[config.mk]
export PLATFORM = sky130hd
export DESIGN_NAME = pps_queue
export DESIGN_NICKNAME = d
export VERILOG_FILES = /design/src/rtl/core/pps_pkg.sv /design/src/rtl/core/pps_queue.sv
export VERILOG_INCLUDE_DIRS = /design/src /design/src/rtl/core
export SDC_FILE = /design/constraint.sdc
export NUM_CORES = 1
export LEC_CHECK = 0
export BUFFER_PORTS_ARGS = -buffer_cell sky130_fd_sc_hd__buf_2
export CELL_PAD_IN_SITES_DETAIL_PLACEMENT = 1
export CELL_PAD_IN_SITES_GLOBAL_PLACEMENT = 1
export CORE_MARGIN = 1.5
export CORE_UTILIZATION = 40
export DETAILED_ROUTE_END_ITERATION = 8
export PLACE_DENSITY_LB_ADDON = 0.25
export SYNTH_ARGS = -nofsm -noshare
export SYNTH_HDL_FRONTEND = slang
export SYNTH_SLANG_ARGS = --single-unit
[constraint.sdc]
create_clock -name i_clk -period 1.3 [get_ports i_clk]
set_input_delay 0 -clock i_clk [delete_from_list [all_inputs] [get_ports i_clk]]
set_output_delay 0 -clock i_clk [all_outputs]
set_load 0.02 [all_outputs]
[src/rtl/core/pure_pursuit_steering_assert.svh]
// Assertion macros for the pure pursuit steering RTL.
`ifndef PURE_PURSUIT_STEERING_ASSERT_SVH
`define PURE_PURSUIT_STEERING_ASSERT_SVH

// Same-cycle implication, disabled while reset is asserted.
`define PPS_ASSERT_IMP(lbl, clk, rst_n, ante, cons) \
    lbl: assert property (@(posedge clk) disable iff (!rst_n) (ante) |-> (cons)) \
        else $error("pure pursuit steering assertion failed");

// Next-cycle implication, disabled while reset is asserted.
`define PPS_ASSERT_NXT(lbl, clk, rst_n, ante, cons) \
    lbl: assert property (@(posedge clk) disable iff (!rst_n) (ante) |=> (cons)) \
        else $error("pure pursuit steering assertion failed");

`endif

[src/rtl/core/pps_pkg.sv]
// Types, constants and tables of the pure pursuit steering block.
`timescale 1ns / 1ps
package pps_pkg;

    localparam int CORDIC_STEPS_DEF = 16;
    localparam int COORD_WIDTH_DEF  = 16;
    localparam int QUEUE_DEPTH      = 2;

    localparam logic [15:0] SPEED_GO_RST     = 16'd800;
    localparam logic [15:0] SPEED_MIDDLE_RST = 16'd800;
    localparam logic [15:0] SPEED_SLOW_RST   = 16'd650;
    localparam logic [15:0] SPEED_SLOWER_RST = 16'd150;
    localparam logic [15:0] WHEELBASE_RST    = 16'd266;
    localparam logic [7:0]  GAIN_RST         = 8'd51;
    localparam logic [15:0] OFFSET_RST       = 16'd512;
    localparam logic [15:0] WINDOW_RST       = 16'd2560;
    localparam logic [15:0] TARGET_RST       = 16'd300;
    localparam logic [15:0] LOOKAHEAD_RST    = 16'd512;

    typedef enum logic [2:0] {
        REG_SPEED_GO     = 3'd0,
        REG_SPEED_MIDDLE = 3'd1,
        REG_SPEED_SLOW   = 3'd2,
        REG_SPEED_SLOWER = 3'd3,
        REG_WHEELBASE    = 3'd4,
        REG_GAIN         = 3'd5,
        REG_OFFSET       = 3'd6,
        REG_WINDOW       = 3'd7
    } t_reg_index;

    localparam logic       KIND_STATUS = 1'b0;
    localparam logic       KIND_POINT  = 1'b1;
    localparam logic [1:0] MAP_GO       = 2'd0;
    localparam logic [1:0] MAP_SLOW     = 2'd1;
    localparam logic [1:0] MAP_OVERTAKE = 2'd2;
    localparam logic [1:0] MAP_UNKNOWN  = 2'd3;
    localparam logic [2:0] CAR_GO       = 3'd0;
    localparam logic [2:0] CAR_CAUTION  = 3'd1;
    localparam logic [2:0] CAR_STOP     = 3'd2;
    localparam logic [2:0] CAR_LANE     = 3'd3;
    localparam logic [2:0] CAR_UNKNOWN  = 3'd4;

    typedef struct packed {
        logic               kind;
        logic signed [15:0] speed_now;
        logic        [1:0]  map_mode;
        logic        [2:0]  car_mode;
        logic signed [15:0] point_x;
        logic signed [15:0] point_y;
        logic               last;
    } t_in_item;

    typedef struct packed {
        logic        [15:0] cmd_speed;
        logic signed [15:0] steer_angle;
        logic               found;
        logic        [15:0] lookahead_used;
    } t_out_item;

    typedef struct packed {
        logic [15:0] speed_go;
        logic [15:0] speed_middle;
        logic [15:0] speed_slow;
        logic [15:0] speed_slower;
        logic [15:0] wheelbase;
        logic [7:0]  gain;
        logic [15:0] offset;
        logic [15:0] window;
    } t_cfg;

    typedef enum logic [1:0] {F_IDLE, F_CALC, F_DECIDE} t_front_state;
    typedef enum logic [2:0] {B_IDLE, B_SQRT, B_MUL, B_CORDIC, B_OUT} t_back_state;

    // Floor of atan(2^-i) in units of 2^-30 rad.
    function automatic logic signed [31:0] atan_tab(input logic [4:0] i);
        logic signed [31:0] v;
        unique case (i)
            5'd0:  v = 32'sd843314856;
            5'd1:  v = 32'sd497837829;
            5'd2:  v = 32'sd263043836;
            5'd3:  v = 32'sd133525158;
            5'd4:  v = 32'sd67021686;
            5'd5:  v = 32'sd33543515;
            5'd6:  v = 32'sd16775850;
            5'd7:  v = 32'sd8388437;
            5'd8:  v = 32'sd4194282;
            5'd9:  v = 32'sd2097149;
            5'd10: v = 32'sd1048575;
            5'd11: v = 32'sd524287;
            5'd12: v = 32'sd262143;
            5'd13: v = 32'sd131071;
            5'd14: v = 32'sd65535;
            5'd15: v = 32'sd32767;
            5'd16: v = 32'sd16383;
            5'd17: v = 32'sd8191;
            5'd18: v = 32'sd4095;
            5'd19: v = 32'sd2047;
            5'd20: v = 32'sd1023;
            5'd21: v = 32'sd511;
            5'd22: v = 32'sd255;
            5'd23: v = 32'sd127;
            default: v = 32'sd0;
        endcase
        return v;
    endfunction

endpackage

[src/rtl/core/pps_queue.sv]
// Short job queue between the front and back parts.
`timescale 1ns / 1ps
`include "pure_pursuit_steering_assert.svh"
module pps_queue #(
    parameter int WIDTH = 8,
    parameter int DEPTH = pps_pkg::QUEUE_DEPTH,
    localparam int PW = (DEPTH > 1) ? $clog2(DEPTH) : 1,
    localparam int CW = $clog2(DEPTH + 1)
) (
    input  logic             i_clk,
    input  logic             i_rst_n,
    input  logic             i_push,
    input  logic [WIDTH-1:0] i_data,
    output logic             o_full,
    input  logic             i_pop,
    output logic [WIDTH-1:0] o_data,
    output logic             o_empty
);

    logic [WIDTH-1:0] r_mem [DEPTH];
    logic [PW-1:0]    r_wr, r_rd;
    logic [CW-1:0]    r_count;

    assign o_full  = (r_count == CW'(DEPTH));
    assign o_empty = (r_count == '0);
    assign o_data  = r_mem[r_rd];

    always_ff @(posedge i_clk) begin
        if (!i_rst_n) begin
            r_wr    <= '0;
            r_rd    <= '0;
            r_count <= '0;
        end else begin
            if (i_push) begin
                r_wr <= (r_wr == PW'(DEPTH - 1)) ? '0 : r_wr + 1'b1;
            end
            if (i_pop) begin
                r_rd <= (r_rd == PW'(DEPTH - 1)) ? '0 : r_rd + 1'b1;
            end
            if (i_push && !i_pop) begin
                r_count <= r_count + 1'b1;
            end else if (i_pop && !i_push) begin
                r_count <= r_count - 1'b1;
            end
        end
    end

    always_ff @(posedge i_clk) begin
        if (i_push) begin
            r_mem[r_wr] <= i_data;
        end
    end

    `PPS_ASSERT_IMP(a_no_push_full, i_clk, i_rst_n, i_push, !o_full)
    `PPS_ASSERT_IMP(a_no_pop_empty, i_clk, i_rst_n, i_pop, !o_empty)
    `PPS_ASSERT_NXT(a_count_up, i_clk, i_rst_n, i_push && !i_pop, r_count == $past(r_count) + 1'b1)

endmodule

==> flow_summary.yaml <==
synthesis:
  syn-mean-instance-area_um2: 16.9
  yosys_warnings: 0
  syn-num-nets: 60
  synth.distinct_cells: 16
  ys_seq_area_frac: 0.731
  syn_inst: 47
  ys_ff_latch: 21
  syn-cell-area_um2: 795
min_path:
  hold_class: "input port to flip-flop"
power_and_ir_drop:
  p_switching_w: 0.000336
  clockPowerShare: 0.233
  power_frac_comb: 0.172
  peakVddDrop_uv: 590
  pwr-share-seq: 0.595
  swShare: 0.251
  p_per_area_nw_per_um2: 1260
  power.internal_w: 0.00100
  p_leak_nw: 0.425
placement:
  place_inst: 94
  place_area_um2: 941
  gp_congestion: 0.668
  io_buffers: 21
  dp_hpwl_um: 1020
global_route:
  grt_pass1_wl_um: 2420
  overflow: 0
  grt_max_degree: 12
  track_usage: 0.160
  grt_pass1_vias: 545
  antenna_found_initial: 0
drt:
  vias: 490
  vias_per_cell: 4.58
  drt-total-wl_um: 1550
  ant_nets: 0
  wire_per_inst_um: 14.4
  drcViolationCount: 0
  drtIter0Drc: 4
  dr.pass1.iters: 3
timing:
  fin_crit_ns: 1.23
  setup-violations-final: 0
  maxSlewHeadroom: 0.737
  tightest_slew_ns: 0.395
  final_max_slew_viol_count: 0
  rsz0062_at_grt: "false"
  fmax_mhz: 816
  tns_ns: 0
  clock_skew_ns: 0.00543
  hold_viol: 0
  fin_crit_sh: 0.943
finish:
  final_cells: 107
  syn2layout_area_growth_pct: 33.5
  final_util: 0.589
  fillers: 198
  fin_area_um2: 1060
  final_common_cell: "buf_2"
  multi_input_area_um2: 205
  final-seq-area_um2: 584
  num-nets-final: 96
  drive_gt1_frac: 0.439
  layout_common_cells: "buf_2 (21), edfxtp_1 (16), dlygate4sd3_1 (9)"
  num_antenna_cells: 0
clocking:
  numCtsBuffers: 3
  clock-sinks: 21
  cts_tree: "yes"
  cts_setup_buffers: 0
  clock_latency_ns: 0.30
  root_buffer: "clkbuf_4"
  htreeDepth: 1
  cts.clk_slew.worst_paths_ns: 0.12
  clock_path_buffers: 2
setup_path:
  r2r-end: "r_mem[1][4]$_DFFE_PP_"
  crit_arrival_ns: 1.23
  endpoint: "o_data[6]"
  r2r_cells: 1
  cp-start-kind: "flip-flop"
  path_class: "flip-flop to output port"
  end_kind: "output port"
  critPathMaxFanout: 8
  required_ns: 1.30
  worst-r2r-setup-slack_ns: 0.23
  r2r_start: "r_wr$_SDFFE_PN0P_"
floorplan:
  row_count: 15
  die-area_um2: 2260
  initial_core_util: 0.441
  core_area_um2: 1800
  ios: 22
  die_w_um: 47.6
  die_h_um: 47.6
run_status:
  outcome: "complete, no violations"
run:
  max_cap_viol_count: 0
## stage by stage
step,total power [W],setup WS (ns),hold WS (ns)
final,0.00134,0.0739,0.0405
after global routing,0.00139,0.0289,0.0578
after CTS,0.00134,0.0198,0.0414
after detailed placement,0.00102,0.231,0.193
after global placement,0.00101,0.243,0.188
after floorplan,0.000940,0.196,0.0989
## power by group through the flow
stage | clock, W | sequential (W) | combinational [W]
final | 0.000311 | 0.000798 | 0.000230
after global routing | 0.000336 | 0.000805 | 0.000251
after CTS | 0.000314 | 0.000799 | 0.000230
after detailed placement | 0 | 0.000813 | 0.000209
after global placement | 0 | 0.000809 | 0.000202
after floorplan | 0 | 0.000797 | 0.000144
## cell families after synthesis
kind of cell,count (synthesis),synth area share
compound gates,3,0.0252
fa+ha+maj,1,0.0157
mux,8,0.113
flops,21,0.731
simple gates,9,0.0709
buf+inv,2,0.0110
xor+xnor,3,0.0331
## Yosys cell counts
| cell type | n | area [µm²] |
|---|---|---|
| o21a_1 | 1 | 7.51 |
| buf_2 | 1 | 5.00 |
| and2_1 | 4 | 25.0 |
| and2b_2 | 1 | 8.76 |
| nor2_1 | 1 | 3.75 |
| dfxtp_1 | 5 | 100 |
| or3_1 | 1 | 6.26 |
| inv_1 | 1 | 3.75 |
| mux2_2 | 8 | 90.1 |
| a21boi_1 | 1 | 7.51 |
| ha_1 | 1 | 12.5 |
| xor2_1 | 2 | 17.5 |
| xnor2_1 | 1 | 8.76 |
| edfxtp_1 | 16 | 480 |
| o21ai_0 | 1 | 5.00 |
| nor2b_1 | 2 | 12.5 |
## state kept, by name, indices dropped and copies added (netlist names), named ones only
signal and cells:
r_mem 16, r_wr 1, r_count 2, r_rd 1
## final cells by class
class                   instances  area share
clock buffers                   4      0.0248
inverters                       1     0.00354
multi-input cells              24       0.193
flip-flops and latches         21       0.551
well taps                      25      0.0295
repair buffers                 32       0.198
## repair_timing
| action | 4_1_cts | 5_1_grt |
|---|---|---|
| resized for setup | 1 | 1 |
| endpoints found under the setup margin | 8 | 8 |
| hold endpoints to repair | 21 | 0 |
| hold buffers | 9 | 0 |
## worst max-delay path: stages, from the launching register on
cell,delay [ns]
dfxtp_4,0.42
mux2_2,0.35
buf_2,0.16
## worst min path at each step
stage,from,to,slack [ns],cells after the start
6_report,i_pop,r_rd$_SDFFE_PN0P_,0.04,3
5_1_grt,i_pop,r_rd$_SDFFE_PN0P_,0.06,3
4_1_cts,i_pop,r_rd$_SDFFE_PN0P_,0.04,3
3_5_place_dp,i_data[4],r_mem[1][4]$_DFFE_PP_,0.19,1
3_3_place_gp,i_data[2],r_mem[0][2]$_DFFE_PP_,0.19,1
2_1_floorplan,i_data[0],r_mem[0][0]$_DFFE_PP_,0.1,0
## per-layer routing
layer | wire [µm] | vias up | GRT usage
li1 | - | 243 | -
met1 | 626 | 232 | 0.173
met2 | 868 | 15 | 0.316
met4 | 0 | 0 | 0.0324
met5 | 0 | - | 0
met3 | 51 | 0 | 0.0340
No activity file was read; power rests on OpenSTA's default activity.
