===== src/rtl/core/pure_pursuit_steering_assert.svh =====
// Assertion macros for the pure pursuit steering RTL.
`ifndef PURE_PURSUIT_STEERING_ASSERT_SVH
`define PURE_PURSUIT_STEERING_ASSERT_SVH

// Same-cycle implication, disabled while reset is asserted.
`define PPS_ASSERT_IMP(lbl, clk, rst_n, ante, cons) \
    lbl: assert property (@(posedge clk) disable iff (!rst_n) (ante) |-> (cons)) \
        else $error("pure pursuit steering assertion failed");

// Next-cycle implication, disabled while reset is asserted.
`define PPS_ASSERT_NXT(lbl, clk, rst_n, ante, cons) \
    lbl: assert property (@(posedge clk) disable iff (!rst_n) (ante) |=> (cons)) \
        else $error("pure pursuit steering assertion failed");

`endif


===== src/rtl/core/pps_pkg.sv =====
// Types, constants and tables of the pure pursuit steering block.
`timescale 1ns / 1ps
package pps_pkg;

    localparam int CORDIC_STEPS_DEF = 16;
    localparam int COORD_WIDTH_DEF  = 16;
    localparam int QUEUE_DEPTH      = 2;

    localparam logic [15:0] SPEED_GO_RST     = 16'd800;
    localparam logic [15:0] SPEED_MIDDLE_RST = 16'd800;
    localparam logic [15:0] SPEED_SLOW_RST   = 16'd650;
    localparam logic [15:0] SPEED_SLOWER_RST = 16'd150;
    localparam logic [15:0] WHEELBASE_RST    = 16'd266;
    localparam logic [7:0]  GAIN_RST         = 8'd51;
    localparam logic [15:0] OFFSET_RST       = 16'd512;
    localparam logic [15:0] WINDOW_RST       = 16'd2560;
    localparam logic [15:0] TARGET_RST       = 16'd300;
    localparam logic [15:0] LOOKAHEAD_RST    = 16'd512;

    typedef enum logic [2:0] {
        REG_SPEED_GO     = 3'd0,
        REG_SPEED_MIDDLE = 3'd1,
        REG_SPEED_SLOW   = 3'd2,
        REG_SPEED_SLOWER = 3'd3,
        REG_WHEELBASE    = 3'd4,
        REG_GAIN         = 3'd5,
        REG_OFFSET       = 3'd6,
        REG_WINDOW       = 3'd7
    } t_reg_index;

    localparam logic       KIND_STATUS = 1'b0;
    localparam logic       KIND_POINT  = 1'b1;
    localparam logic [1:0] MAP_GO       = 2'd0;
    localparam logic [1:0] MAP_SLOW     = 2'd1;
    localparam logic [1:0] MAP_OVERTAKE = 2'd2;
    localparam logic [1:0] MAP_UNKNOWN  = 2'd3;
    localparam logic [2:0] CAR_GO       = 3'd0;
    localparam logic [2:0] CAR_CAUTION  = 3'd1;
    localparam logic [2:0] CAR_STOP     = 3'd2;
    localparam logic [2:0] CAR_LANE     = 3'd3;
    localparam logic [2:0] CAR_UNKNOWN  = 3'd4;

    typedef struct packed {
        logic               kind;
        logic signed [15:0] speed_now;
        logic        [1:0]  map_mode;
        logic        [2:0]  car_mode;
        logic signed [15:0] point_x;
        logic signed [15:0] point_y;
        logic               last;
    } t_in_item;

    typedef struct packed {
        logic        [15:0] cmd_speed;
        logic signed [15:0] steer_angle;
        logic               found;
        logic        [15:0] lookahead_used;
    } t_out_item;

    typedef struct packed {
        logic [15:0] speed_go;
        logic [15:0] speed_middle;
        logic [15:0] speed_slow;
        logic [15:0] speed_slower;
        logic [15:0] wheelbase;
        logic [7:0]  gain;
        logic [15:0] offset;
        logic [15:0] window;
    } t_cfg;

    typedef enum logic [1:0] {F_IDLE, F_CALC, F_DECIDE} t_front_state;
    typedef enum logic [2:0] {B_IDLE, B_SQRT, B_MUL, B_CORDIC, B_OUT} t_back_state;

    // Floor of atan(2^-i) in units of 2^-30 rad.
    function automatic logic signed [31:0] atan_tab(input logic [4:0] i);
        logic signed [31:0] v;
        unique case (i)
            5'd0:  v = 32'sd843314856;
            5'd1:  v = 32'sd497837829;
            5'd2:  v = 32'sd263043836;
            5'd3:  v = 32'sd133525158;
            5'd4:  v = 32'sd67021686;
            5'd5:  v = 32'sd33543515;
            5'd6:  v = 32'sd16775850;
            5'd7:  v = 32'sd8388437;
            5'd8:  v = 32'sd4194282;
            5'd9:  v = 32'sd2097149;
            5'd10: v = 32'sd1048575;
            5'd11: v = 32'sd524287;
            5'd12: v = 32'sd262143;
            5'd13: v = 32'sd131071;
            5'd14: v = 32'sd65535;
            5'd15: v = 32'sd32767;
            5'd16: v = 32'sd16383;
            5'd17: v = 32'sd8191;
            5'd18: v = 32'sd4095;
            5'd19: v = 32'sd2047;
            5'd20: v = 32'sd1023;
            5'd21: v = 32'sd511;
            5'd22: v = 32'sd255;
            5'd23: v = 32'sd127;
            default: v = 32'sd0;
        endcase
        return v;
    endfunction

endpackage


===== src/rtl/core/pps_front.sv =====
// Front part: takes items, updates mode state and runs the look-ahead window test.
`timescale 1ns / 1ps
module pps_front #(
    parameter int COORD_WIDTH = pps_pkg::COORD_WIDTH_DEF,
    localparam int D2W  = 2 * COORD_WIDTH + 1,
    localparam int JW   = 1 + 16 + 16 + COORD_WIDTH + D2W,
    localparam int CMPW = (D2W > 34) ? D2W : 34
) (
    input  logic              i_clk,
    input  logic              i_rst_n,
    input  logic              i_in_valid,
    output logic              o_in_ready,
    input  pps_pkg::t_in_item i_in_data,
    input  pps_pkg::t_cfg     i_cfg,
    output logic              o_push,
    output logic [JW-1:0]     o_job,
    input  logic              i_full
);

    pps_pkg::t_front_state r_state, n_state;
    pps_pkg::t_in_item     r_item;
    logic signed [24:0]    r_prod;
    logic [D2W-1:0]        r_d2;
    logic [31:0]           r_lo;
    logic [33:0]           r_hi;
    logic [15:0]           r_target;
    logic [15:0]           r_ld;
    logic                  r_found;

    logic signed [COORD_WIDTH-1:0] px, py;
    logic [2*COORD_WIDTH-1:0]      sx, sy;
    logic signed [8:0]             gain_s;
    logic [16:0]                   ld_win;
    logic signed [25:0]            ld_sum;
    logic [15:0]                   ld_new;
    logic [15:0]                   tgt_new;
    logic                          hit;
    logic                          need_push;

    generate
        if (COORD_WIDTH <= 16) begin : g_narrow
            assign px = r_item.point_x[COORD_WIDTH-1:0];
            assign py = r_item.point_y[COORD_WIDTH-1:0];
        end else begin : g_wide
            assign px = {{(COORD_WIDTH-16){1'b0}}, r_item.point_x};
            assign py = {{(COORD_WIDTH-16){1'b0}}, r_item.point_y};
        end
    endgenerate

    assign sx     = px * px;
    assign sy     = py * py;
    assign gain_s = {1'b0, i_cfg.gain};
    assign ld_win = {1'b0, r_ld} + {1'b0, i_cfg.window};
    assign ld_sum = (r_prod >>> 8) + $signed({10'b0, i_cfg.offset});

    always_comb begin
        if (ld_sum < 0) begin
            ld_new = 16'd0;
        end else if (ld_sum > 26'sd65535) begin
            ld_new = 16'hFFFF;
        end else begin
            ld_new = ld_sum[15:0];
        end
    end

    // An unknown map or car mode leaves the target speed alone.
    always_comb begin
        tgt_new = r_target;
        if (r_item.map_mode != pps_pkg::MAP_UNKNOWN) begin
            unique case (r_item.car_mode)
                pps_pkg::CAR_GO: begin
                    unique case (r_item.map_mode)
                        pps_pkg::MAP_GO:       tgt_new = i_cfg.speed_go;
                        pps_pkg::MAP_SLOW:     tgt_new = i_cfg.speed_slow;
                        pps_pkg::MAP_OVERTAKE: tgt_new = i_cfg.speed_middle;
                        default:               tgt_new = r_target;
                    endcase
                end
                pps_pkg::CAR_CAUTION: begin
                    tgt_new = (r_item.map_mode == pps_pkg::MAP_SLOW) ?
                              i_cfg.speed_slower : i_cfg.speed_slow;
                end
                pps_pkg::CAR_STOP: tgt_new = 16'd0;
                pps_pkg::CAR_LANE: tgt_new = i_cfg.speed_slow;
                default:           tgt_new = r_target;
            endcase
        end
    end

    assign hit = (CMPW'(r_lo) <= CMPW'(r_d2)) && (CMPW'(r_d2) < CMPW'(r_hi));
    assign need_push = (r_item.kind == pps_pkg::KIND_POINT) && !r_found &&
                       (hit || r_item.last);
    assign o_job = {hit, r_target, r_ld, py, r_d2};

    always_comb begin
        n_state = r_state;
        unique case (r_state)
            pps_pkg::F_IDLE:   if (i_in_valid) n_state = pps_pkg::F_CALC;
            pps_pkg::F_CALC:   n_state = pps_pkg::F_DECIDE;
            pps_pkg::F_DECIDE: if (!(need_push && i_full)) n_state = pps_pkg::F_IDLE;
            default:           n_state = pps_pkg::F_IDLE;
        endcase
    end

    always_comb begin
        o_in_ready = (r_state == pps_pkg::F_IDLE);
        o_push     = (r_state == pps_pkg::F_DECIDE) && need_push && !i_full;
    end

    always_ff @(posedge i_clk) begin
        if (!i_rst_n) begin
            r_state  <= pps_pkg::F_IDLE;
            r_target <= pps_pkg::TARGET_RST;
            r_ld     <= pps_pkg::LOOKAHEAD_RST;
            r_found  <= 1'b0;
        end else begin
            r_state <= n_state;
            if (r_state == pps_pkg::F_DECIDE) begin
                if (r_item.kind == pps_pkg::KIND_STATUS) begin
                    r_target <= tgt_new;
                    r_ld     <= ld_new;
                    r_found  <= 1'b0;
                end else if (o_push && hit) begin
                    r_found <= 1'b1;
                end
            end
        end
    end

    always_ff @(posedge i_clk) begin
        if (o_in_ready && i_in_valid) begin
            r_item <= i_in_data;
        end
        if (r_state == pps_pkg::F_CALC) begin
            r_prod <= gain_s * r_item.speed_now;
            r_d2   <= {1'b0, sx} + {1'b0, sy};
            r_lo   <= r_ld * r_ld;
            r_hi   <= ld_win * ld_win;
        end
    end

endmodule


===== config.mk =====
export PLATFORM = sky130hd
export DESIGN_NAME = pps_front
export DESIGN_NICKNAME = d
export VERILOG_FILES = /design/src/rtl/core/pure_pursuit_steering_assert.svh /design/src/rtl/core/pps_pkg.sv /design/src/rtl/core/pps_front.sv
export SDC_FILE = /design/constraint.sdc
export NUM_CORES = 2
export LEC_CHECK = 0
export BUFFER_PORTS_ARGS = -buffer_cell sky130_fd_sc_hd__buf_2
export CORE_ASPECT_RATIO = 1.4
export CORE_MARGIN = 10
export CORE_UTILIZATION = 43
export DETAILED_ROUTE_END_ITERATION = 10
export PLACE_DENSITY = 0.65
export SLEW_MARGIN = 5
export SYNTH_ARGS = -nofsm -noshare
export SYNTH_HDL_FRONTEND = slang
export SYNTH_SLANG_ARGS = --single-unit

===== constraint.sdc =====
create_clock -name i_clk -period 10.3 [get_ports i_clk]
set_input_delay 1.03 -clock i_clk [delete_from_list [all_inputs] [get_ports i_clk]]
set_output_delay 1.03 -clock i_clk [all_outputs]
set_load 0.02 [all_outputs]

==> out/metrics.csv <==
metric;value;unit
wire per inst;17.3;µm
chip width;303;µm
Residual DRC;0;
die area;126000;µm²
main flop type after synthesis;edfxtp_1;
DPL Wire Length;99300;µm
nets;6941;
H-tree Lvls;1;
Synth area leader;fa_1;
gate count after technology mapping;5097;
Met2 Wirelength;63900;µm
crit end category;register;
clk sinks;204;
Worst Max-Slew Pin Slew;998;ps
Worst-Skew Late Latency;600;ps
worst-path cell with the longest stage delay;edfxtp_1;
final-report hold violation count;0;
Post-synth ARST share;0;%
WP buf/inv;2;
top layer in use;met5;
fin crit share;84.5;%
Clock transition at path regs;60;ps
GR Util All Layers;18.8;%
root buf cell;clkbuf_16;
routed wl met3;5380;µm
die span in y;417;µm
Vias/cell;5.09;
layout cell share with drive strength beyond 1;7.36;%
Routed Antenna Nets;0;
post-CTS setup buffer count;0;
Finished Cell Area;52100;µm²
# fillers;10600;
CTS Buffer Depth;3;
Setup Skew;20.8;ps
CP Data Arrival Time;9040;ps
Top-Level Pins;263;
number of global-route vias before repair;37900;
met1 wire length;43600;µm
Post-synth EDFFs;169;
area delta synth->final;7.84;%
hold buffers post-CTS;0;
Synth area leaders;fa_1 (39%), ha_1 (14%), edfxtp_1 (10%);
RSZ-0062 raised after global routing;no;
Slew HR;33.2;%
Hold WC Path Type;register to register;
status;finished, final reports clean;
Worst EP required;10630;ps
final setup fails;0;
Post-Route WL;117000;µm
maxcap violations;0;
num rows;145;
post-synthesis average cell area;9.49;µm²
Max stage delay on crit path;770;ps
placed cells;6721;
Initial DRC Count;1531;
post-route insts no fill;6773;
Syn Nets;6758;
drt first pass iters;5;
CTS tree;yes;
gp weighted congestion;0.904;
Largest delay share family, worst path;adder cells;
most frequent cell after synthesis;inv_1;
Slew Viols, Final;0;
largest net degree at the start of global routing;56;
initial antenna violation count;11;
Yosys reg bits;204;
Cell Area, Synth;48400;µm²
Overflow after GRT;0;
register area share after synthesis;11.9;%
Setup CP Type;register to register;
Buffers on Ports;246;
vias;34500;
critical path peak fanout;21;
Initial Util;43.3;%
Fin Setup TNS;0;ps
post-route minimum period;8710;ps
post-synth top area share;38.8;%
CTS resizes;0;
Ys Warns;0;
CORE AREA;112000;µm²
CTS buffer count;27;
Worst setup SP type;register;
placed inst area;51200;µm²
first-pass GRT wire length;191000;µm
library cells used by synthesis;93;
cell mode on critical path;fa_1;
Synth top cells by count;inv_1 (1351), fa_1 (937), ha_1 (545);
Max Fclk;0.115;GHz
FF-to-FF setup slack;1590;ps
-- kinds of logic (layout without fill, tap and decap cells) --
kind of cell    after synthesis  count (layout)  synth area share (%)
flops                       204             204                  11.9
other cells                   0               3                     0
buf+inv                    1487            1690                  11.7
mux                          20              20                 0.422
simple gates               1104            1104                  10.9
compound gates              584             584                  8.17
fa+ha+maj                  1482            1482                  52.9
xor+xnor                    216             216                  3.93
-- per-stage QoR --
stage	hold WS, ps	utilization [%]	setup slack (ps)
global route	513	46.7	1110
global placement	479	45.9	1170
finish	496	46.7	1590
detailed placement	475	45.9	1120
CTS	494	46.7	1630
floorplan	472	-	1990
-- state kept, by name, summed over array words and instances, names as in the netlist --
| register | count |
|---|---|
| r_item | 23 |
| py | 16 |
| r_ld | 16 |
| r_found | 1 |
| r_lo | 31 |
| r_target | 16 |
| r_d2 | 33 |
| px | 16 |
| r_state | 2 |
| r_prod | 17 |
| r_hi | 33 |
-- tightest hold or removal path: cells and delay by family (launching register included) --
family / cells / cell delay (ps)
flops: 1 / 320
compound gates: 1 / 90
simple gates: 1 / 60
-- per-layer routing --
metal  up-vias  track usage [%]
met4        10             5.91
met1     17500             21.6
li1      16000                -
met3       225             1.64
met2       725             35.9
met5         -                0
-- cells in the final DEF (no fill, tap or decap), types with 16 or more instances in the layout --
master / synthesis / final
inv_1: 1351 / 1351
fa_1: 937 / 937
ha_1: 545 / 545
nand2_1: 393 / 393
buf_2: 2 / 246
and2_1: 239 / 238
nor2_1: 234 / 234
a21oi_1: 169 / 169
edfxtp_1: 169 / 169
xnor2_1: 151 / 150
a21o_1: 95 / 95
o21ai_0: 85 / 85
xor2_1: 64 / 64
nand3_1: 51 / 51
buf_4: 17 / 41
nand2b_1: 37 / 37
dfxtp_1: 35 / 35
clkbuf_16: 0 / 32
nor2b_1: 33 / 31
o21a_1: 28 / 28
nor3_1: 26 / 25
o21bai_1: 22 / 22
and3_1: 18 / 18
a22oi_1: 18 / 18
nand4_1: 17 / 17
mux2i_1: 17 / 17
o21ai_1: 16 / 16
o221ai_1: 16 / 16
-- worst paths after layout --
check | cells past startpoint | startpoint | endpoint
max | 30 | px[1]$_DFFE_PP_ | r_d2[31]$_DFFE_PN_
min | 2 | r_target[8]$_SDFFE_PN1P_ | r_target[8]$_SDFFE_PN1P_
max reg2reg | 30 | px[1]$_DFFE_PP_ | r_d2[31]$_DFFE_PN_
min reg2reg | 2 | r_target[8]$_SDFFE_PN1P_ | r_target[8]$_SDFFE_PN1P_
-- cell type report --
cell class	count	area, µm²	share of cell area (%)
multi-input combinational	3406	36900	70.9
sequential	204	5780	11.1
inverter	1354	5080	9.75
tap	1470	1840	3.53
timing repair buffer	287	1540	2.95
clock buffer	34	828	1.59
clock inverter	15	125	0.240
antenna	3	7.51	0.0144
Power is left out: the tool's default activity adds up to more than one toggle a clock period on the data nets, which glitch-free logic cannot reach.
