<file path="src/rtl/core/pure_pursuit_steering_assert.svh">
// Assertion macros for the pure pursuit steering RTL.
`ifndef PURE_PURSUIT_STEERING_ASSERT_SVH
`define PURE_PURSUIT_STEERING_ASSERT_SVH

// Same-cycle implication, disabled while reset is asserted.
`define PPS_ASSERT_IMP(lbl, clk, rst_n, ante, cons) \
    lbl: assert property (@(posedge clk) disable iff (!rst_n) (ante) |-> (cons)) \
        else $error("pure pursuit steering assertion failed");

// Next-cycle implication, disabled while reset is asserted.
`define PPS_ASSERT_NXT(lbl, clk, rst_n, ante, cons) \
    lbl: assert property (@(posedge clk) disable iff (!rst_n) (ante) |=> (cons)) \
        else $error("pure pursuit steering assertion failed");

`endif

</file>
<file path="src/rtl/core/pps_pkg.sv">
// Types, constants and tables of the pure pursuit steering block.
`timescale 1ns / 1ps
package pps_pkg;

    localparam int CORDIC_STEPS_DEF = 16;
    localparam int COORD_WIDTH_DEF  = 16;
    localparam int QUEUE_DEPTH      = 2;

    localparam logic [15:0] SPEED_GO_RST     = 16'd800;
    localparam logic [15:0] SPEED_MIDDLE_RST = 16'd800;
    localparam logic [15:0] SPEED_SLOW_RST   = 16'd650;
    localparam logic [15:0] SPEED_SLOWER_RST = 16'd150;
    localparam logic [15:0] WHEELBASE_RST    = 16'd266;
    localparam logic [7:0]  GAIN_RST         = 8'd51;
    localparam logic [15:0] OFFSET_RST       = 16'd512;
    localparam logic [15:0] WINDOW_RST       = 16'd2560;
    localparam logic [15:0] TARGET_RST       = 16'd300;
    localparam logic [15:0] LOOKAHEAD_RST    = 16'd512;

    typedef enum logic [2:0] {
        REG_SPEED_GO     = 3'd0,
        REG_SPEED_MIDDLE = 3'd1,
        REG_SPEED_SLOW   = 3'd2,
        REG_SPEED_SLOWER = 3'd3,
        REG_WHEELBASE    = 3'd4,
        REG_GAIN         = 3'd5,
        REG_OFFSET       = 3'd6,
        REG_WINDOW       = 3'd7
    } t_reg_index;

    localparam logic       KIND_STATUS = 1'b0;
    localparam logic       KIND_POINT  = 1'b1;
    localparam logic [1:0] MAP_GO       = 2'd0;
    localparam logic [1:0] MAP_SLOW     = 2'd1;
    localparam logic [1:0] MAP_OVERTAKE = 2'd2;
    localparam logic [1:0] MAP_UNKNOWN  = 2'd3;
    localparam logic [2:0] CAR_GO       = 3'd0;
    localparam logic [2:0] CAR_CAUTION  = 3'd1;
    localparam logic [2:0] CAR_STOP     = 3'd2;
    localparam logic [2:0] CAR_LANE     = 3'd3;
    localparam logic [2:0] CAR_UNKNOWN  = 3'd4;

    typedef struct packed {
        logic               kind;
        logic signed [15:0] speed_now;
        logic        [1:0]  map_mode;
        logic        [2:0]  car_mode;
        logic signed [15:0] point_x;
        logic signed [15:0] point_y;
        logic               last;
    } t_in_item;

    typedef struct packed {
        logic        [15:0] cmd_speed;
        logic signed [15:0] steer_angle;
        logic               found;
        logic        [15:0] lookahead_used;
    } t_out_item;

    typedef struct packed {
        logic [15:0] speed_go;
        logic [15:0] speed_middle;
        logic [15:0] speed_slow;
        logic [15:0] speed_slower;
        logic [15:0] wheelbase;
        logic [7:0]  gain;
        logic [15:0] offset;
        logic [15:0] window;
    } t_cfg;

    typedef enum logic [1:0] {F_IDLE, F_CALC, F_DECIDE} t_front_state;
    typedef enum logic [2:0] {B_IDLE, B_SQRT, B_MUL, B_CORDIC, B_OUT} t_back_state;

    // Floor of atan(2^-i) in units of 2^-30 rad.
    function automatic logic signed [31:0] atan_tab(input logic [4:0] i);
        logic signed [31:0] v;
        unique case (i)
            5'd0:  v = 32'sd843314856;
            5'd1:  v = 32'sd497837829;
            5'd2:  v = 32'sd263043836;
            5'd3:  v = 32'sd133525158;
            5'd4:  v = 32'sd67021686;
            5'd5:  v = 32'sd33543515;
            5'd6:  v = 32'sd16775850;
            5'd7:  v = 32'sd8388437;
            5'd8:  v = 32'sd4194282;
            5'd9:  v = 32'sd2097149;
            5'd10: v = 32'sd1048575;
            5'd11: v = 32'sd524287;
            5'd12: v = 32'sd262143;
            5'd13: v = 32'sd131071;
            5'd14: v = 32'sd65535;
            5'd15: v = 32'sd32767;
            5'd16: v = 32'sd16383;
            5'd17: v = 32'sd8191;
            5'd18: v = 32'sd4095;
            5'd19: v = 32'sd2047;
            5'd20: v = 32'sd1023;
            5'd21: v = 32'sd511;
            5'd22: v = 32'sd255;
            5'd23: v = 32'sd127;
            default: v = 32'sd0;
        endcase
        return v;
    endfunction

endpackage

</file>
<file path="src/rtl/core/pps_back.sv">
// Back part: square root, CORDIC steering angle and the result register.
`timescale 1ns / 1ps
module pps_back #(
    parameter int COORD_WIDTH  = pps_pkg::COORD_WIDTH_DEF,
    parameter int CORDIC_STEPS = pps_pkg::CORDIC_STEPS_DEF,
    localparam int D2W = 2 * COORD_WIDTH + 1,
    localparam int JW  = 1 + 16 + 16 + COORD_WIDTH + D2W,
    localparam int SQW = 2 * COORD_WIDTH + 2,
    localparam int SCW = $clog2(COORD_WIDTH + 2),
    localparam int IW  = $clog2(CORDIC_STEPS),
    localparam int XW  = COORD_WIDTH + 20
) (
    input  logic               i_clk,
    input  logic               i_rst_n,
    input  logic               i_empty,
    input  logic [JW-1:0]      i_job,
    output logic               o_pop,
    input  logic [15:0]        i_wheelbase,
    output logic               o_out_valid,
    input  logic               i_out_ready,
    output pps_pkg::t_out_item o_out_data
);

    pps_pkg::t_back_state r_state, n_state;
    logic                          r_hit;
    logic [15:0]                   r_target, r_ld;
    logic signed [COORD_WIDTH-1:0] r_y;
    logic [SQW-1:0]                r_rem, r_res, r_bit;
    logic [SCW-1:0]                r_scnt;
    logic signed [XW-1:0]          r_cx, r_cy;
    logic signed [31:0]            r_z;
    logic [IW-1:0]                 r_i;
    logic                          r_out_valid;
    pps_pkg::t_out_item            r_out;

    logic [SQW-1:0]                trial;
    logic signed [XW-1:0]          xs, ys;
    logic signed [32:0]            z_round;
    logic signed [15:0]            steer;
    logic                          out_free;
    logic                          sqrt_done, cordic_done, zero_vec;
    logic [16+COORD_WIDTH:0]       prod_x;
    logic signed [18+COORD_WIDTH-1:0] prod_y;
    logic signed [17:0]            wb2;

    assign trial    = r_res + r_bit;
    assign xs       = r_cx >>> r_i;
    assign ys       = r_cy >>> r_i;
    assign wb2      = {1'b0, i_wheelbase, 1'b0};
    assign prod_x   = r_ld * r_res[COORD_WIDTH:0];
    assign prod_y   = wb2 * r_y;
    assign z_round  = (33'(r_z) + 33'sd65536) >>> 17;
    assign steer    = -z_round[15:0];
    assign out_free = !r_out_valid || i_out_ready;
    assign sqrt_done   = (r_scnt == SCW'(COORD_WIDTH));
    assign cordic_done = (r_i == IW'(CORDIC_STEPS - 1));
    assign zero_vec    = (r_i == '0) && (r_cx == '0) && (r_cy == '0);

    always_comb begin
        n_state = r_state;
        unique case (r_state)
            pps_pkg::B_IDLE: begin
                if (!i_empty) begin
                    n_state = i_job[JW-1] ? pps_pkg::B_SQRT : pps_pkg::B_OUT;
                end
            end
            pps_pkg::B_SQRT:   if (sqrt_done) n_state = pps_pkg::B_MUL;
            pps_pkg::B_MUL:    n_state = pps_pkg::B_CORDIC;
            pps_pkg::B_CORDIC: if (cordic_done || zero_vec) n_state = pps_pkg::B_OUT;
            pps_pkg::B_OUT:    if (out_free) n_state = pps_pkg::B_IDLE;
            default:           n_state = pps_pkg::B_IDLE;
        endcase
    end

    always_comb begin
        o_pop       = (r_state == pps_pkg::B_IDLE) && !i_empty;
        o_out_valid = r_out_valid;
        o_out_data  = r_out;
    end

    always_ff @(posedge i_clk) begin
        if (!i_rst_n) begin
            r_state     <= pps_pkg::B_IDLE;
            r_out_valid <= 1'b0;
        end else begin
            r_state <= n_state;
            if (r_state == pps_pkg::B_OUT && out_free) begin
                r_out_valid <= 1'b1;
            end else if (i_out_ready) begin
                r_out_valid <= 1'b0;
            end
        end
    end

    always_ff @(posedge i_clk) begin
        unique case (r_state)
            pps_pkg::B_IDLE: begin
                r_hit    <= i_job[JW-1];
                r_target <= i_job[JW-2 -: 16];
                r_ld     <= i_job[JW-18 -: 16];
                r_y      <= i_job[D2W +: COORD_WIDTH];
                r_rem    <= SQW'(i_job[D2W-1:0]);
                r_res    <= '0;
                r_bit    <= SQW'(1) << (SQW - 2);
                r_scnt   <= '0;
                r_z      <= '0;
                r_i      <= '0;
            end
            pps_pkg::B_SQRT: begin
                // One result bit per beat of the digit-by-digit root.
                if (r_rem >= trial) begin
                    r_rem <= r_rem - trial;
                    r_res <= (r_res >> 1) + r_bit;
                end else begin
                    r_res <= r_res >> 1;
                end
                r_bit  <= r_bit >> 2;
                r_scnt <= r_scnt + 1'b1;
            end
            pps_pkg::B_MUL: begin
                r_cx <= $signed(XW'(prod_x));
                r_cy <= XW'(prod_y);
            end
            pps_pkg::B_CORDIC: begin
                if (!zero_vec) begin
                    if (r_cy > 0) begin
                        r_cx <= r_cx + ys;
                        r_cy <= r_cy - xs;
                        r_z  <= r_z + pps_pkg::atan_tab(5'(r_i));
                    end else begin
                        r_cx <= r_cx - ys;
                        r_cy <= r_cy + xs;
                        r_z  <= r_z - pps_pkg::atan_tab(5'(r_i));
                    end
                    r_i <= r_i + 1'b1;
                end
            end
            pps_pkg::B_OUT: begin
                if (out_free) begin
                    r_out.cmd_speed      <= r_hit ? r_target : 16'd0;
                    r_out.steer_angle    <= r_hit ? steer : 16'sd0;
                    r_out.found          <= r_hit;
                    r_out.lookahead_used <= r_ld;
                end
            end
            default: begin
            end
        endcase
    end

endmodule

</file>
<file path="config.mk">
export PLATFORM = sky130hd
export DESIGN_NAME = pps_back
export DESIGN_NICKNAME = d
export VERILOG_FILES = /design/src/rtl/core/pure_pursuit_steering_assert.svh /design/src/rtl/core/pps_pkg.sv /design/src/rtl/core/pps_back.sv
export SDC_FILE = /design/constraint.sdc
export NUM_CORES = 2
export LEC_CHECK = 0
export BUFFER_PORTS_ARGS = -buffer_cell sky130_fd_sc_hd__buf_4
export CORE_MARGIN = 8
export CORE_UTILIZATION = 28
export CTS_BUF_LIST = sky130_fd_sc_hd__clkbuf_4 sky130_fd_sc_hd__clkbuf_8 sky130_fd_sc_hd__clkbuf_16
export CTS_CLUSTER_DIAMETER = 120
export DETAILED_ROUTE_END_ITERATION = 7
export SYNTH_ARGS = -nofsm -noshare
export SYNTH_HDL_FRONTEND = slang
export SYNTH_SLANG_ARGS = --single-unit
</file>
<file path="constraint.sdc">
create_clock -name i_clk -period 15.4 [get_ports i_clk]
set_clock_uncertainty 0.2 [all_clocks]
set_input_delay 0.77 -clock i_clk [delete_from_list [all_inputs] [get_ports i_clk]]
set_output_delay 0.77 -clock i_clk [all_outputs]
set_load 0.005 [all_outputs]
</file>
==> impl_results.md <==
- Status: finished clean
- Setup violation total in the final timing report: 0
- Htree depth: 2
- Initial antenna violation count: 2
- Sequential-to-total area share from yosys stat: 21.4%
- RSZ-0062 raised after global routing: false
- Hold Buf Count CTS: 0
- Synth cell types: 93
- DR iter-0 viols: 2316
- Number of synthesized flops with an enable pin: 296
- Period utilization: 49.3%
- Post-CTS Setup Inserts: 0
- Core area: 158000 µm²
- Die H: 415 µm
- Hold path cells: 1
- Leading area contributor after synthesis: edfxtp_1
- Hpwl dp: 90300 µm
- GP Congestion: 0.879
- Setup crit end kind: register
- Clock-pin slew on the worst setup and hold paths: 60 ps
- CP Launch Type: register
- Commonest non-fill, non-tap cell in the layout: nand2_1
- Post-route ant nets: 0
- Worst slew margin: 26.7%
- WP data required: 15550 ps
- R2R setup slack: 7810 ps
- CTS tree: done
- HP Start: i_job[42]
- Root buffer cell: clkbuf_16
- FF-to-FF path depth: 21
- Vias in the first global route: 35300
- Most frequent cells in the layout: nand2_1 (566), inv_1 (532), ha_1 (415), fa_1 (406), edfxtp_1 (296)
- Number of register bits inferred by synthesis: 329
- CP top delay family: adder cells
- Metal3 WL: 6650 µm
- Slowest-stage cell, CP: edfxtp_1
- Design area: 49400 µm²
- Reg2reg start: r_res[9]
- Die Wd: 415 µm
- Yosys top cell area share: 19.9%
- Post-Layout Cell Count: 6937
- I/O Buffers: 152
- Cells along the critical path: nand2_1, fa_1, fa_1, fa_1, inv_1, fa_1, fa_1, inv_1, fa_1, inv_1, ha_1, a21o_1, a21o_1, a21oi_1, o311ai_0, a31oi_1, o31ai_1, o41ai_1, nor2b_1, a2111oi_0, o22ai_1
- Clk Latency, worst-skew pair: 640 ps
- Critical path buffers and inverters: 3
- Netlist Area Pre-Place: 44600 µm²
- Global-route wire length before repair: 192000 µm
- Highest Signal Layer: met5
- Worst path max stage delay: 950 ps
- Reg2Reg Capture Point: r_cx[32]
- CTS Sinks: 329
- Syn Nets: 5712
- Core Rows: 146
- Highest clock rate: 132 MHz
- Critical-path maximum fanout: 22
- Worst slew pin tran: 1100 ps
- Vias per Instance: 5.06
- DR pass1 iterations: 5
- Prevailing post-synth register cell: edfxtp_1
- CP Class: reg2reg
- Syn avg cell area: 9.31 µm²
- Inst Count DP: 6849
- WL/cell: 17.1 µm
- Max Cap Viol: 0
- Setup TNS: 0 ps
- Gate Count Post-Synth: 4789
- # DRC: 0
- FFs w/ async S/R, synth: 0%
- Cell mode on critical path: fa_1
- Area of the die: 172000 µm²
- Slew Viols, Final: 0
- DP Area: 47800 µm²
- Vias: 35100
- Worst slack, placed: 7810 ps
- Period minus WS final: 7590 ps
- Hold Path Class: in2reg
- Yosys warns: 0
- WL met1: 53000 µm
- NumNets Final: 5749
- Largest net degree at the start of global routing: 92
- Share of layout cells above drive strength 1: 9.09%
- Num CTS Buffers: 47
- CTS resizes: 0
- DR WL met2: 55000 µm
- Congestion Overflow GR: 0
- DRT Wirelength: 119000 µm
- Area contributors post-synth: edfxtp_1 (20%), fa_1 (18%), ha_1 (12%)
- Clk buf depth: 3
- I/O Pins: 153
- GRT Resource Usage Total: 13.4%
- Final Worst Setup Slack: 7810 ps
- Final Hold Fails: 0
- Hold EP: r_y[9]
- Syn-to-layout area delta: 10.9%
- Starting Density: 28.2%
- CP Data Arrival Time: 7740 ps
[registers in the layout, indices dropped and copies added, names as in the netlist, 17 cells and up, named ones only]
signal      flops
o_out_data     49
r_bit          17
r_cx           36
r_cy           36
r_rem          34
r_res          34
r_z            32
[layer usage]
layer  vias up  track usage, %
li1      16600               -
met1     17300            18.1
met2      1003            22.0
met3       197            2.00
met4         2            4.12
met5         -               0
[worst max-delay path by stage]
| stage | start | to | slack (ps) | depth (start not counted) |
|---|---|---|---|---|
| finish | r_res[9] | r_cx[32] | 7810 | 21 |
| global route | r_res[9] | r_cx[32] | 7200 | 21 |
| CTS | r_res[9] | r_cx[32] | 7830 | 21 |
| detailed placement | r_res[9] | r_cx[32] | 7810 | 21 |
| global placement | r_res[8] | r_cx[30] | 8040 | 22 |
| floorplan | r_res[2] | r_rem[0] | 7620 | 22 |
[stage by stage]
stage	util, %	hold WS (ps)
final	31.3	102
after detailed placement	30.2	312
after floorplan	-	224
after global placement	30.2	305
after CTS	31.3	47.8
after global routing	31.3	72.8
[synthesized netlist by cell type (all sizes together), types with 9 or more instances]
cell	number
a211o	10
a211oi	38
a21boi	14
a21o	80
a21oi	257
a221o	9
a31o	13
a31oi	49
and2	291
and3	56
buf	38
clkbuf	159
dfxtp	33
edfxtp	296
fa	406
ha	415
inv	536
mux2	39
mux2i	31
mux4	89
nand2	567
nand2b	45
nand3	56
nand4	24
nor2	244
nor2b	28
nor3	63
nor3b	13
nor4	31
o211ai	23
o21a	49
o21ai	219
o21bai	33
o22ai	12
o31a	10
o31ai	32
o41ai	9
or2	20
or3	21
or4	10
xnor2	166
xor2	157
[cell type report]
| type | count | area [µm²] |
|---|---|---|
| flip-flops and latches | 329 | 9550 |
| fillers | 16500 | 109000 |
| well taps | 2072 | 2590 |
| diodes | 1 | 2.50 |
| repair buffers | 185 | 1390 |
| multi-input cells | 3725 | 32300 |
| clock buffers | 58 | 1280 |
| inverters | 538 | 2020 |
| clock inverters | 29 | 358 |
[logic make-up (layout without fill, tap and decap cells)]
kind of cell | Yosys count | after routing | share of synthesized area (%)
other | 0 | 1 | 0
adders and majority gates | 821 | 821 | 29.9
AOI/OAI and AO/OA | 929 | 929 | 13.2
DFF | 329 | 329 | 21.4
buffers and inverters | 735 | 810 | 6.38
xor gates and xnor gates | 323 | 323 | 6.36
and+or+nand+nor | 1493 | 1493 | 16.4
muxes | 159 | 159 | 6.34
Power is not shown: default switching activity piles up to over one toggle a cycle in this logic, so the estimate is an artifact.
